<file path="src/bhp_pkg.sv">
// Shared types, codes and field-size helpers for the bitmap header parser.
// Used by bhp_core and by the top level bitmap_header_parser; no dependencies.
package bhp_pkg;

    localparam int BHP_LONG_ADDR_BYTES = 16;
    localparam int NUM_FIELDS = 8;

    localparam logic [1:0] ST_OK    = 2'd0;
    localparam logic [1:0] ST_ESP   = 2'd1;
    localparam logic [1:0] ST_SHORT = 2'd2;

    typedef struct packed {
        logic        valid;
        logic [1:0]  status;
        logic [15:0] present_flags;
        logic [7:0]  version_value;
        logic [31:0] dest_address;
        logic [15:0] length_value;
        logic [7:0]  ttl_value;
        logic [31:0] flow_value;
        logic [31:0] source_address;
        logic [7:0]  protocol_value;
        logic [15:0] checksum_value;
        logic [5:0]  payload_offset;
    } t_result;

    function automatic logic [4:0] f_addr_size(input logic [1:0] code, input int long_bytes);
        logic [4:0] size;
        case (code)
            2'd1:    size = 5'd2;
            2'd2:    size = 5'd4;
            2'd3:    size = 5'(long_bytes);
            default: size = 5'd0;
        endcase
        return size;
    endfunction

    function automatic logic [4:0] f_field_size(input logic [2:0] step,
                                                input logic [15:0] bitmap,
                                                input logic [1:0] dcode,
                                                input logic [1:0] scode,
                                                input int long_bytes);
        logic [4:0] size;
        case (step)
            3'd0:    size = bitmap[13] ? 5'd1 : 5'd0;
            3'd1:    size = f_addr_size(dcode, long_bytes);
            3'd2:    size = bitmap[10] ? 5'd2 : 5'd0;
            3'd3:    size = bitmap[9] ? 5'd1 : 5'd0;
            3'd4:    size = bitmap[8] ? 5'd4 : 5'd0;
            3'd5:    size = f_addr_size(scode, long_bytes);
            3'd6:    size = bitmap[4] ? 5'd1 : 5'd0;
            3'd7:    size = bitmap[3] ? 5'd2 : 5'd0;
            default: size = 5'd0;
        endcase
        return size;
    endfunction

    // Returns the first present field at or after start, or NUM_FIELDS if none is left.
    function automatic logic [3:0] f_skip(input logic [3:0] start,
                                          input logic [15:0] bitmap,
                                          input logic [1:0] dcode,
                                          input logic [1:0] scode,
                                          input int long_bytes);
        logic [3:0] res;
        res = 4'(NUM_FIELDS);
        for (int k = NUM_FIELDS - 1; k >= 0; k--) begin
            if (4'(k) >= start &&
                f_field_size(3'(k), bitmap, dcode, scode, long_bytes) != 5'd0) begin
                res = 4'(k);
            end
        end
        return res;
    endfunction

endpackage

</file>
<file path="src/bhp_core.sv">
// Parse state and per-byte update of the bitmap header parser.
// Depends on bhp_pkg; instantiated by bitmap_header_parser.
module bhp_core import bhp_pkg::*; #(
    parameter int LONG_ADDR_BYTES = BHP_LONG_ADDR_BYTES
) (
    input  logic       i_clk,
    input  logic       i_rst_n,
    input  logic       i_step,
    input  logic [7:0] i_data,
    input  logic       i_first,
    input  logic       i_last,
    output t_result    o_res
);

    localparam logic [2:0] PH_IDLE    = 3'd0;
    localparam logic [2:0] PH_BITMAP2 = 3'd1;
    localparam logic [2:0] PH_FIELDS  = 3'd2;
    localparam logic [2:0] PH_DONE    = 3'd3;

    logic [2:0]  r_phase, n_phase;
    logic [15:0] r_bitmap, n_bitmap;
    logic [3:0]  r_step, n_step;
    logic [4:0]  r_fbc, n_fbc;
    logic [5:0]  r_hcnt, n_hcnt;
    logic [1:0]  r_dcode, n_dcode;
    logic [1:0]  r_scode, n_scode;
    logic [31:0] r_acc [NUM_FIELDS];
    logic [31:0] n_acc [NUM_FIELDS];

    logic        w_emit;
    logic [1:0]  w_status;
    logic [2:0]  w_idx;
    logic [4:0]  w_size;
    logic [4:0]  w_fbc_inc;
    logic        w_long;
    logic [31:0] w_val [NUM_FIELDS];

    always_comb begin
        n_phase  = r_phase;
        n_bitmap = r_bitmap;
        n_step   = r_step;
        n_fbc    = r_fbc;
        n_hcnt   = r_hcnt;
        n_dcode  = r_dcode;
        n_scode  = r_scode;
        n_acc    = r_acc;
        w_emit   = 1'b0;
        w_status = ST_OK;
        w_idx    = r_step[2:0];
        w_size   = f_field_size(w_idx, r_bitmap, r_dcode, r_scode, LONG_ADDR_BYTES);
        w_long   = (w_idx == 3'd1 && r_dcode == 2'd3) || (w_idx == 3'd5 && r_scode == 2'd3);
        w_fbc_inc = r_fbc + 5'd1;
        if (i_step) begin
            if (i_first) begin
                for (int k = 0; k < NUM_FIELDS; k++) begin
                    n_acc[k] = '0;
                end
                n_hcnt   = 6'd1;
                n_bitmap = {i_data, 8'h00};
                n_step   = 4'd0;
                n_fbc    = 5'd0;
                n_dcode  = 2'd0;
                n_scode  = 2'd0;
                if (i_data[6]) begin
                    w_emit   = 1'b1;
                    w_status = ST_ESP;
                end else begin
                    n_dcode = i_data[4:3];
                    if (i_data[7]) begin
                        n_phase = PH_BITMAP2;
                    end else begin
                        n_step = f_skip(4'd0, n_bitmap, n_dcode, 2'd0, LONG_ADDR_BYTES);
                        if (n_step[3]) begin
                            w_emit = 1'b1;
                        end else begin
                            n_phase = PH_FIELDS;
                        end
                    end
                end
            end else if (r_phase == PH_BITMAP2) begin
                n_hcnt   = r_hcnt + 6'd1;
                n_bitmap = {r_bitmap[15:8], i_data};
                n_scode  = i_data[6:5];
                n_step   = f_skip(4'd0, n_bitmap, r_dcode, n_scode, LONG_ADDR_BYTES);
                if (n_step[3]) begin
                    w_emit = 1'b1;
                end else begin
                    n_phase = PH_FIELDS;
                end
            end else if (r_phase == PH_FIELDS) begin
                n_hcnt = r_hcnt + 6'd1;
                if (!w_long) begin
                    n_acc[w_idx] = {r_acc[w_idx][23:0], i_data};
                end
                if (w_fbc_inc >= w_size) begin
                    n_fbc  = 5'd0;
                    n_step = f_skip(r_step + 4'd1, r_bitmap, r_dcode, r_scode,
                                    LONG_ADDR_BYTES);
                    if (n_step[3]) begin
                        w_emit = 1'b1;
                    end
                end else begin
                    n_fbc = w_fbc_inc;
                end
            end
            if (!w_emit && i_last &&
                (i_first || r_phase inside {PH_BITMAP2, PH_FIELDS})) begin
                w_emit   = 1'b1;
                w_status = ST_SHORT;
            end
            if (w_emit) begin
                n_phase = PH_DONE;
            end
        end
    end

    always_comb begin
        for (int k = 0; k < NUM_FIELDS; k++) begin
            w_val[k] = (4'(k) < n_step) ? n_acc[k] : 32'd0;
        end
        o_res.valid          = w_emit;
        o_res.status         = w_status;
        o_res.present_flags  = n_bitmap;
        o_res.version_value  = w_val[0][7:0];
        o_res.dest_address   = w_val[1];
        o_res.length_value   = w_val[2][15:0];
        o_res.ttl_value      = w_val[3][7:0];
        o_res.flow_value     = w_val[4];
        o_res.source_address = w_val[5];
        o_res.protocol_value = w_val[6][7:0];
        o_res.checksum_value = w_val[7][15:0];
        o_res.payload_offset = n_hcnt;
    end

    always_ff @(posedge i_clk) begin
        if (!i_rst_n) begin
            r_phase  <= PH_IDLE;
            r_bitmap <= '0;
            r_step   <= '0;
            r_fbc    <= '0;
            r_hcnt   <= '0;
            r_dcode  <= '0;
            r_scode  <= '0;
        end else begin
            r_phase  <= n_phase;
            r_bitmap <= n_bitmap;
            r_step   <= n_step;
            r_fbc    <= n_fbc;
            r_hcnt   <= n_hcnt;
            r_dcode  <= n_dcode;
            r_scode  <= n_scode;
        end
    end

    always_ff @(posedge i_clk) begin
        r_acc <= n_acc;
    end

endmodule

</file>
<file path="src/bitmap_header_parser.sv">
// Bitmap header parser, top level: input register, parse core and result register.
// Depends on bhp_pkg and bhp_core.
//
// The block takes one packet byte per cycle and reports one request per packet header:
// when the header is complete, when the first bitmap byte marks an ESP packet, or when
// the packet ends inside the header. Each byte passes an input register, the parse
// update and a result register, so the result is offered once the byte that completes
// it has passed both registers, and a new byte is taken in every cycle while the output
// side accepts.
// Back-pressure on the output stalls both stages; bytes outside a packet are dropped.
module bitmap_header_parser import bhp_pkg::*; #(
    parameter int LONG_ADDR_BYTES = BHP_LONG_ADDR_BYTES
) (
    input  logic         i_clk,
    input  logic         i_rst_n,
    input  logic         s_axis_tvalid,
    output logic         s_axis_tready,
    input  logic [7:0]   s_axis_tdata,   // data_byte
    input  logic         s_axis_tuser,   // first_byte
    input  logic         s_axis_tlast,   // last_byte
    output logic         m_axis_tvalid,
    input  logic         m_axis_tready,
    // present_flags, version_value, dest_address, length_value, ttl_value, flow_value,
    // source_address, protocol_value, checksum_value, payload_offset, two zero bits
    output logic [175:0] m_axis_tdata,
    output logic [1:0]   m_axis_tuser    // status
);

    logic       r_in_valid;
    logic [7:0] r_in_data;
    logic       r_in_first;
    logic       r_in_last;
    logic       w_adv;
    t_result    w_res;
    t_result    r_out;

    assign w_adv         = !r_out.valid || m_axis_tready;
    assign s_axis_tready = !r_in_valid || w_adv;

    always_ff @(posedge i_clk) begin
        if (!i_rst_n) begin
            r_in_valid <= 1'b0;
        end else if (s_axis_tready) begin
            r_in_valid <= s_axis_tvalid;
        end
    end

    always_ff @(posedge i_clk) begin
        if (s_axis_tready && s_axis_tvalid) begin
            r_in_data  <= s_axis_tdata;
            r_in_first <= s_axis_tuser;
            r_in_last  <= s_axis_tlast;
        end
    end

    bhp_core #(
        .LONG_ADDR_BYTES(LONG_ADDR_BYTES)
    ) u_core (
        .i_clk   (i_clk),
        .i_rst_n (i_rst_n),
        .i_step  (r_in_valid && w_adv),
        .i_data  (r_in_data),
        .i_first (r_in_first),
        .i_last  (r_in_last),
        .o_res   (w_res)
    );

    always_ff @(posedge i_clk) begin
        if (!i_rst_n) begin
            r_out.valid <= 1'b0;
        end else if (w_adv) begin
            r_out.valid <= w_res.valid;
            if (w_res.valid) begin
                r_out.status         <= w_res.status;
                r_out.present_flags  <= w_res.present_flags;
                r_out.version_value  <= w_res.version_value;
                r_out.dest_address   <= w_res.dest_address;
                r_out.length_value   <= w_res.length_value;
                r_out.ttl_value      <= w_res.ttl_value;
                r_out.flow_value     <= w_res.flow_value;
                r_out.source_address <= w_res.source_address;
                r_out.protocol_value <= w_res.protocol_value;
                r_out.checksum_value <= w_res.checksum_value;
                r_out.payload_offset <= w_res.payload_offset;
            end
        end
    end

    assign m_axis_tvalid = r_out.valid;
    assign m_axis_tuser  = r_out.status;
    assign m_axis_tdata  = {2'b00, r_out.payload_offset, r_out.checksum_value,
                            r_out.protocol_value, r_out.source_address, r_out.flow_value,
                            r_out.ttl_value, r_out.length_value, r_out.dest_address,
                            r_out.version_value, r_out.present_flags};

    // A stalled result is never dropped or replaced.
    a_hold: assert property (@(posedge i_clk) disable iff (!i_rst_n)
        r_out.valid && !m_axis_tready |=> r_out.valid && $stable(m_axis_tdata))
        else $error("result changed while stalled");

    // An ESP result carries only the first bitmap byte and a length of one.
    a_esp: assert property (@(posedge i_clk) disable iff (!i_rst_n)
        r_out.valid && r_out.status == ST_ESP |->
            r_out.payload_offset == 6'd1 && r_out.present_flags[7:0] == 8'h00 &&
            r_out.version_value == 8'h00 && r_out.flow_value == 32'd0)
        else $error("malformed ESP result");

    // The header length always lies between one byte and the longest header.
    a_len: assert property (@(posedge i_clk) disable iff (!i_rst_n)
        r_out.valid |->
            r_out.payload_offset != 6'd0 &&
            r_out.payload_offset <= 6'(13 + 2 * LONG_ADDR_BYTES))
        else $error("header length out of range");

    // The input stage cannot be refilled while its byte is still waiting.
    a_in: assert property (@(posedge i_clk) disable iff (!i_rst_n)
        r_in_valid && !w_adv |-> !s_axis_tready)
        else $error("input stage overrun");

endmodule

</file>
<file path="config.mk">
export PLATFORM = sky130hd
export DESIGN_NAME = bitmap_header_parser
export DESIGN_NICKNAME = d
export VERILOG_FILES = /design/src/bhp_pkg.sv /design/src/bhp_core.sv /design/src/bitmap_header_parser.sv
export SDC_FILE = /design/constraint.sdc
export NUM_CORES = 1
export LEC_CHECK = 0
export ABC_AREA = 0
export BUFFER_PORTS_ARGS = -buffer_cell sky130_fd_sc_hd__buf_4
export CAP_MARGIN = 0
export CELL_PAD_IN_SITES_DETAIL_PLACEMENT = 0
export CELL_PAD_IN_SITES_GLOBAL_PLACEMENT = 2
export CORE_MARGIN = 2
export CORE_UTILIZATION = 35
export DETAILED_ROUTE_END_ITERATION = 10
export PLACE_DENSITY = 0.82
export SLEW_MARGIN = 20
export SYNTH_ARGS = -nofsm -noshare
export SYNTH_HDL_FRONTEND = slang
export SYNTH_SLANG_ARGS = --single-unit
</file>
<file path="constraint.sdc">
create_clock -name i_clk -period 19.33 [get_ports i_clk]
set_input_delay 0.9665 -clock i_clk [delete_from_list [all_inputs] [get_ports i_clk]]
set_output_delay 0.9665 -clock i_clk [all_outputs]
set_load 0.05 [all_outputs]
</file>
== Word-level counts from Yosys, hierarchy flattened ==
Cells that the tools add are included.

* Bits of input ports: 14
* Logic and storage cells: 338
* Flip-flop bits (word level): 482
* Output and inout port bits: 180

* Add/sub/neg operators: 3
* Eq/ne operators: 26
* Reduce and logical (&&, ||, !) cells: 56
* Order comparisons: 19
* Bitwise gates (word level): 3
* Mux-type cells: 194

{| class="wikitable"
|+ Operators by type and width
! operator !! number
|-
| $mux W256 || 3
|-
| $mux W232 || 2
|-
| $mux W5 || 92
|-
| $bwmux W256 || 1
|-
| $mux W4 || 41
|-
| $reduce_bool A5 Y1 || 22
|-
| $bmux W32 S3 || 1
|-
| $demux W32 S3 || 1
|-
| $pmux W5 S3 || 4
|-
| $mux W24 || 2
|-
| $pmux W5 S8 || 1
|-
| $mux W16 || 2
|-
| $mux W32 || 1
|-
| $mux W3 || 9
|-
| $mux W6 || 4
|-
| $mux W1 || 20
|-
| $mux W2 || 9
|-
| $eq A2 B2 Y1 const B || 8
|-
| $ge A3 B4 Y1 const A || 4
|-
| $lt A3 B4 Y1 const A || 4
|-
| $logic_and A1 B1 Y1 || 15
|-
| $eq A3 B3 Y1 const B || 4
|-
| $eq A3 B2 Y1 const B || 3
|-
| $eq A2 B1 Y1 const B || 4
|-
| 28 further kinds || 44
|}

== Logic depth before layout (Yosys ltp) ==
Gate-level depths: netlist of run 1.

* Depth after elaboration: 37
* Depth in mapped cells: 19
* Depth with buffers taken out: 13

== Modules after synthesis ==
A second synthesis of run 1 with hierarchy kept.

* Cell total of the unflattened synthesis: 1,566
* Area, all modules: 18,684.2 um^2

{| class="wikitable"
|+ By module, submodules not included
! module !! area an instance (um^2) !! instances !! sequential area each (um^2) !! cells each
|-
| bhp_core || 12,978.7 || 1 || 5,705.5 || 1,366
|-
| bitmap_header_parser || 5,705.5 || 1 || 5,625.4 || 200
|}

== Worst setup path before layout of run 1 ==
OpenSTA, ideal clock, no wires.

* Path kind: reg-to-reg
* Start: register u_core.r_step[1]
* End: register u_core.r_phase[0]
* Data required time: 19.163 ns
* Cell stages (with the launch flop): 18
* Setup slack: 0.414 ns
* Period minus slack after synthesis: 18.916 ns
* Setup time: 0.167 ns
* Buffers on the path: 4
* Data arrival time: 18.748 ns
* Cells stage by stage: dfxtp_1 -> buf_2 -> clkinv_1 -> clkbuf_1 -> clkbuf_1 -> ha_1 -> or4_1 -> a21oi_1 -> mux2_2 -> ha_1 -> nor2_1 -> a21oi_1 -> o41ai_2 -> buf_2 -> o21ba_2 -> o21ai_0 -> a311oi_1 -> o21bai_1

* Word-level cells in the longest chain between the ends: 29

{| class="wikitable"
|+ RTL lines
! what !! RTL line !! RTL
|-
| start: declaration || bhp_core.sv:22 || <nowiki>logic [3:0] r_step, n_step;</nowiki>
|-
| start signal: assignment || bhp_core.sv:147 || <nowiki>r_step <= n_step;</nowiki>
|-
| $add A4 B1 Y4 || bhp_core.sv:97 || <nowiki>n_step = f_skip(r_step + 4'd1, r_bitmap, r_dcode, r_scode,</nowiki>
|-
| $ge A3 B4 Y1 || bhp_pkg.sv:67 || <nowiki>if (4'(k) >= start &&</nowiki>
|-
| $logic_and A1 B1 Y1 || bhp_pkg.sv:67 ||
|-
| $mux W4 (8 in a row) || bhp_pkg.sv:67 ||
|-
| $mux W4 || bhp_core.sv:95 || <nowiki>if (w_fbc_inc >= w_size) begin</nowiki>
|-
| $mux W4 || bhp_core.sv:90 || <nowiki>end else if (r_phase == PH_FIELDS) begin</nowiki>
|-
| $mux W4 || bhp_core.sv:80 || <nowiki>end else if (r_phase == PH_BITMAP2) begin</nowiki>
|-
| $mux W4 || bhp_core.sv:54 || <nowiki>if (i_first) begin</nowiki>
|-
| [... 5 more ...] || -- ||
|-
| $mux W1 * || bhp_core.sv:54 ||
|-
| $mux W1 * || bhp_core.sv:53 || <nowiki>if (i_step) begin</nowiki>
|-
| $logic_not A1 Y1 || bhp_core.sv:106 || <nowiki>if (!w_emit && i_last &&</nowiki>
|-
| $logic_and A1 B1 Y1 (2 in a row) || bhp_core.sv:106 ||
|-
| $mux W1 * || bhp_core.sv:106 ||
|-
| $mux W1 * || bhp_core.sv:53 ||
|-
| $ne A4 B4 Y1 (no line) (tied with other cells) || -- ||
|-
| $reduce_and A5 Y1 (no line) || -- ||
|-
| end signal: assignment || bhp_core.sv:145 || <nowiki>r_phase <= n_phase;</nowiki>
|-
| end: declaration || bhp_core.sv:20 || <nowiki>logic [2:0] r_phase, n_phase;</nowiki>
|}

Every way passes the cells marked *; elsewhere a longest branch is shown, timed or not. The select of a mux whose other input is x is not followed.
A chain may end at the register's enable or synchronous reset.

== Final worst setup path of run 1 ==
* Start: register u_core.r_step[0]
* End: register r_out (netlist bit m_axis_tdata[103]), enable pin

* Word-level cells in the longest chain between the ends: 29

{| class="wikitable"
|+ RTL lines
! what !! RTL line !! RTL
|-
| $add A4 B1 Y4 || bhp_core.sv:97 ||
|-
| $ge A3 B4 Y1 || bhp_pkg.sv:67 ||
|-
| $logic_and A1 B1 Y1 || bhp_pkg.sv:67 ||
|-
| $mux W4 (8 in a row) || bhp_pkg.sv:67 ||
|-
| $mux W4 || bhp_core.sv:95 ||
|-
| $mux W4 || bhp_core.sv:90 ||
|-
| $mux W4 || bhp_core.sv:80 ||
|-
| $mux W4 || bhp_core.sv:54 ||
|-
| [... 4 more ...] || -- ||
|-
| $mux W1 * || bhp_core.sv:80 ||
|-
| $mux W1 * || bhp_core.sv:54 ||
|-
| $mux W1 * || bhp_core.sv:53 ||
|-
| $logic_not A1 Y1 || bhp_core.sv:106 ||
|-
| $logic_and A1 B1 Y1 (2 in a row) || bhp_core.sv:106 ||
|-
| $mux W1 * || bhp_core.sv:106 ||
|-
| $mux W1 * (2 in a row) || bhp_core.sv:53 ||
|-
| $reduce_and A3 Y1 (no line) * || -- ||
|-
| end: declaration || bitmap_header_parser.sv:35 || <nowiki>t_result r_out;</nowiki>
|}

Marks and branches as above.

==> reports/metrics.cfg, run 1 <==
[sta]
setup_viol=0
fmax_ghz=0.171
tightest_slew_ps=1150
finalCritPeriodShare=0.302
fin_setup_tns_ps=0
slew_headroom=0.230
slew_violations=0
rsz0062_at_grt=false
finClkSkew_ps=36.0
final_hold_viol_count=0
period_needed_ps=5850
worst_slack_ps=13480

[floorplanning]
start_util=0.353
num_io_pins=194
dieArea_um2=55900
die_y_um=236
fp.dieW_um=236
num_rows=85
core_area_um2=53600

[place]
dp_slack_ps=13470
routabilityCongestion=0.860
hpwlAfterDp_um=39200
placed_cells=2498
portBuffers=191

[clock_tree]
cts-root-buf=clkbuf_16
clock_latency_ps=600
cts_sinks=441
cts_tree=built
post_cts_buffers=0
cts.clk_slew.worst_paths_ps=60
postCtsHoldBufs=0
cts_max_path_buffers=3
htree_num_levels=2
cts_resized=0
cts_made_buffers=48

[synthesis]
synth_edf_count=250
synth_cell_types=73
synthMuxAreaShare=0.0632
synth-adder-area-share=0.00992
synth_async_sr_flop_share=0
synthSimpleGateAreaFrac=0.148
synthCells=1726
yosysWarnings=0
synth_top_family_by_area=simple AND/OR/NAND/NOR gates
synth_compound_area_frac=0.141
synthFlopType=edfxtp_1
synthXorXnorAreaFrac=0.00417
syn_area_per_cell_um2=11.0
syn_area_um2=18900
ys_seq_elements=441
ys_seq_area_frac=0.599

[worst_hold_path]
min_delay_path_depth=2
worstHoldStart=u_core.r_bitmap[11]
hp-class=flip-flop to flip-flop
hold_path_end=u_core.r_bitmap[11]

[worst_setup_path]
cp.required_ps=19540
slowest_delay_ps=880
path_class=flip-flop to flip-flop
reg2reg_to=m_axis_tdata[103]
crit_family=buffers and inverters
cp_max_fo=77
startpoint_type=flip-flop
cp.arrival_ps=6050
path_cells=inv_1 -> ha_1 -> or4_1 -> a21oi_1 -> mux2_2 -> ha_1 -> nor2_1 -> a21oi_1 -> o41ai_2 -> o21ba_2 -> o21ai_0 -> a311oi_4 -> buf_4 -> buf_4
r2r_start=u_core.r_step[0]
worstSetupEndpointType=flip-flop
rr_worst_depth=14
regToRegSetupSlack_ps=13480
cp_num_buf_inv=3
slowest_stage=buf_4

[layout]
final_layout_size_suffix_gt1_frac=0.200
nNetsFinal=1881
instances_no_fill=2588
antennaDiodeCount=0
area_growth_pct=19.9
final_cell_mix=edfxtp_1, nor2_1, buf_4
final_common_cell=edfxtp_1

[status]
status=finished, final reports clean

[drt]
wl_um=59400
dr.pass1.iters=6
vias=14300
ant_nets=0
drt_iter0_drc=1141
via_per_inst=5.53
wl_per_cell_um=22.9
drc=0

[grt]
grt_pass1_wl_um=88700
antenna_found_initial=4
gr-total-overflow=0
grt_usage=0.209
grt_pass1_vias=13700
grt_max_degree=101

[flow_run]
maxCapViolations=0

[power_and_ir_drop]
leakage_nw=8.01
power_density_nw_per_um2=97.9
peakVddDrop_v=0.0000743

cell usage after synthesis, drive strengths merged, types with 9 or more instances:
cell type    n  area share
o21ai       52       0.014
ha          15      0.0099
a221o       19       0.010
a22oi       16      0.0063
mux2i       61       0.032
dfxtp      191        0.20
edfxtp     250        0.40
a211oi      74       0.029
nand3       16      0.0045
o31a         9      0.0042
and2        22      0.0073
mux2        38       0.023
nor3b       19      0.0094
nand2      163       0.032
a21oi      117       0.031
nor4        18      0.0074
buf         37       0.010
a222oi       9      0.0048
inv         11      0.0022
a21boi      26       0.010
nor2       235       0.047
a221oi      18      0.0083
nor2b       22      0.0073
clkbuf     111       0.022
nor3        77       0.020
layer usage:
metal,GRT usage,part of all wire,wire [um]
met2,0.323,0.45,26800
met3,0.0300,0.069,4120
met1,0.298,0.45,26600
met4,0.0725,0.029,1750
met5,0,0.00022,13
sequential cells by signal, summed over array words and instances, names as in the netlist:
name and cells:
u_core.r_dcode 2, u_core.r_scode 2, r_in_valid 1, r_in_data 8, u_core.r_step 4, u_core.r_fbc 5, r_in_last 1, u_core.r_bitmap 16
m_axis_tdata 174, u_core.r_acc 216, m_axis_tvalid 1, r_in_first 1, u_core.r_phase 2, u_core.r_hcnt 6, m_axis_tuser 2
area by class of cell:
class / instances / area, um2
tap: 696 / 871
inverter: 14 / 52.6
fill: 5105 / 30900
multi-input combinational: 1124 / 7060
clock inverter: 28 / 330
sequential: 441 / 11300
timing repair buffer: 223 / 1670
clock buffer: 62 / 1360
worst max path at each step:
stage	start	to	slack [ps]	cells past startpoint
floorplan	u_core.r_step[1]	u_core.r_phase[0]	410	17
global placement	u_core.r_step[0]	m_axis_tdata[132]	13610	14
detailed placement	u_core.r_step[0]	m_axis_tdata[133]	13470	14
CTS	u_core.r_step[0]	m_axis_tdata[38]	13460	14
global route	u_core.r_step[0]	m_axis_tdata[68]	13090	14
finish	u_core.r_step[0]	m_axis_tdata[103]	13480	14
where the power goes:
group          switching [W]  total, W  leakage, nW  internal (W)
clock               0.000393  0.000971        0.833      0.000579
combinational       0.000155  0.000212         3.28     0.0000565
sequential         0.0000197   0.00104         3.90       0.00102
total               0.000568   0.00222         8.01       0.00165
worst register-to-register path, cell delays in order (launching register included):
cell,delay [ps]
dfxtp_2,660
inv_1,280
ha_1,300
or4_1,410
a21oi_1,140
mux2_2,360
ha_1,280
nor2_1,40
a21oi_1,220
o41ai_2,220
o21ba_2,310
o21ai_0,170
a311oi_4,360
buf_4,880
buf_4,800
logic make-up (layout without fill, tap and decap cells):
kind of cell    Yosys count  in the layout
compound gates          388            388
mux                     106            106
other cells               1              2
fa+ha+maj                15             15
flops                   441            441
xor+xnor                  9              9
simple gates            604            604
buf+inv                 162            327
stage by stage:
| stage | area (um2) | util | total power (W) | hold slack [ps] |
|---|---|---|---|---|
| 2_1_floorplan | 18900 | - | 0.00120 | 444 |
| 3_3_place_gp | 21000 | 0.391 | 0.00127 | 453 |
| 3_5_place_dp | 21000 | 0.391 | 0.00127 | 459 |
| 4_1_cts | 22700 | 0.423 | 0.00224 | 467 |
| 5_1_grt | 22700 | 0.423 | 0.00229 | 500 |
| 6_report | 22700 | 0.423 | 0.00222 | 471 |
Note: power is estimated with default switching activity, not from simulation.
==> inputs of run 2 (changes only) <==
==> constraint.sdc (replaced) <==
create_clock -name i_clk -period 4.85 [get_ports i_clk]
set_input_delay 0.2425 -clock i_clk [delete_from_list [all_inputs] [get_ports i_clk]]
set_output_delay 0.2425 -clock i_clk [all_outputs]
set_load 0.05 [all_outputs]
==> run 2 against run 1 <==
Effect of this change: sequential power rose to 4.0 times the previous value; first-iteration DRC count fell by 2.1%; sequential share of layout area fell by 0.75 points; core utilization rose by 0.67 points; wire length rose by 3.6%; clock skew fell by 5.9 ps; critical path depth rose by 1; register-to-register slack got worse by 13000 ps; cell count rose by 1.8%; count of clock-buffer cells in the layout rose by 11; combinational power rose to 4.3 times the previous value; final area rose by 1.6%; critical path type unchanged; critical endpoint is now m_axis_tdata[69]; highest routed layer unchanged.
==> reports/metrics.cfg, run 2 (same netlist as run 1, synthesis figures left out) <==
[clock_tree]
htree_num_levels=2
cts_made_buffers=49
cts.clk_slew.worst_paths_ps=60
cts_tree=built
postCtsHoldBufs=11
cts_resized=0
cts_sinks=441
post_cts_buffers=0
cts-root-buf=clkbuf_16
cts_max_path_buffers=3
clock_latency_ps=610

[layout]
layout.area.seq_um2=11300
final_layout_size_suffix_gt1_frac=0.214
fillers=5115
final_common_cell=edfxtp_1
top_register=u_core.r_acc
antennaDiodeCount=0
area_growth_pct=21.7
final_cell_mix=edfxtp_1, buf_4, nor2_1
largest_reg_flops=216
multi_input_area_um2=7100
instances_no_fill=2634
nNetsFinal=1927

[grt]
grt_usage=0.216
grt.met3_usage=0.0426
grt_pass1_wl_um=91700
grt_pass1_vias=14100
gr-usage-met1=0.300
gr-usage-met2=0.337
top_usage_layer=met2
antenna_found_initial=1
grt_max_degree=89
gr-total-overflow=0

[sta]
slew_violations=0
slew_headroom=0.239
fmax_ghz=0.220
setup_viol=0
rsz0062_at_grt=false
final_hold_viol_count=0
tightest_slew_ps=1140
finClkSkew_ps=30.2
finalCritPeriodShare=0.936
period_needed_ps=4540

[drt]
vias=14400
dr.pass1.iters=6
ant_nets=0
wl_per_cell_um=23.3
drc=0
wl_um=61500
via_per_inst=5.49
drt_iter0_drc=1117

[worst_setup_path]
cp.required_ps=5180
reg2reg_to=m_axis_tdata[69]
slowest_stage=or4_4
path_class=flip-flop to flip-flop
cp_max_fo=88
slowest_delay_ps=530
cp_num_buf_inv=2
path_cells=ha_1 -> ha_1 -> or4_4 -> a21oi_2 -> mux2_4 -> ha_4 -> nor2_2 -> a21oi_2 -> o41ai_2 -> buf_4 -> o41ai_2 -> a21oi_1 -> nor4_4 -> buf_12 -> a211oi_1
startpoint_type=flip-flop
worstSetupPathDepth=15
crit_family=compound AO/OA/AOI/OAI gates
cp.arrival_ps=4870
rr_worst_depth=15
r2r_start=u_core.r_step[1]
regToRegSetupSlack_ps=310
worstSetupEndpointType=flip-flop

[worst_hold_path]
worstHoldStart=i_rst_n
min_delay_path_depth=2
hold_path_end=u_core.r_step[0]
hp-class=primary input to flip-flop

[power_and_ir_drop]
leakage_nw=8.18
power_w=0.00866
swShare=0.265
switchingPower_w=0.00230
power_density_nw_per_um2=376
clock_power_share=0.418
p_comb_frac=0.106
p_seq_frac=0.476
p_int_w=0.00637
peakVddDrop_v=0.000258

[status]
status=finished, final reports clean

[floorplanning]
start_util=0.353
num_io_pins=194
core_area_um2=53600
fp.dieW_um=236
die_y_um=236
dieArea_um2=55900
num_rows=85

[flow_run]
maxCapViolations=0

[place]
placed_cells=2531
hpwlAfterDp_um=40400
routabilityCongestion=0.839
portBuffers=191

[run 2: how the worst max path moves through the flow]
stage                     start               end  slack, ps
2_1_floorplan  u_core.r_step[1]   m_axis_tdata[0]      -3360
3_3_place_gp   u_core.r_step[0]  m_axis_tdata[17]        460
5_1_grt        u_core.r_step[1]  m_axis_tdata[57]         90
6_report       u_core.r_step[1]  m_axis_tdata[69]        310
4_1_cts        u_core.r_step[0]  m_axis_tdata[23]        330
3_5_place_dp   u_core.r_step[0]  m_axis_tdata[34]        340
[run 2: final cells by class]
type,instances,share of cell area
tap,696,0.0378
clock inverter,18,0.00636
sequential,441,0.492
timing repair buffer,268,0.0922
clock buffer,73,0.0602
multi-input combinational,1124,0.308
inverter,14,0.00272
[run 2: power by group through the flow]
stage	sequential [W]	clock (W)	combinational, W
floorplan	0.00430	0	0.000468
global placement	0.00420	0	0.000900
detailed placement	0.00420	0	0.000906
CTS	0.00412	0.00368	0.000916
global route	0.00413	0.00382	0.000974
finish	0.00412	0.00362	0.000919
[run 2: per-layer routing]
layer | wire length [um] | share of wire | vias to the layer above
met2 | 28000 | 0.46 | 534
li1 | - | - | 6685
met4 | 1700 | 0.028 | 2
met1 | 27600 | 0.45 | 7135
met5 | 12 | 0.00020 | -
met3 | 4130 | 0.067 | 92
[run 2: through the flow]
| step | setup slack [ps] | cell area (um2) | util | TNS, ps | hold WS, ps |
|---|---|---|---|---|---|
| 5_1_grt | 92.3 | 23000 | 0.430 | 0 | 32.3 |
| 2_1_floorplan | -3360 | 19100 | - | -600820 | 341 |
| 3_3_place_gp | 459 | 21400 | 0.399 | 0 | 422 |
| 6_report | 309 | 23000 | 0.430 | 0 | 31.0 |
| 3_5_place_dp | 335 | 21400 | 0.399 | 0 | 422 |
| 4_1_cts | 328 | 23000 | 0.430 | 0 | 11.0 |
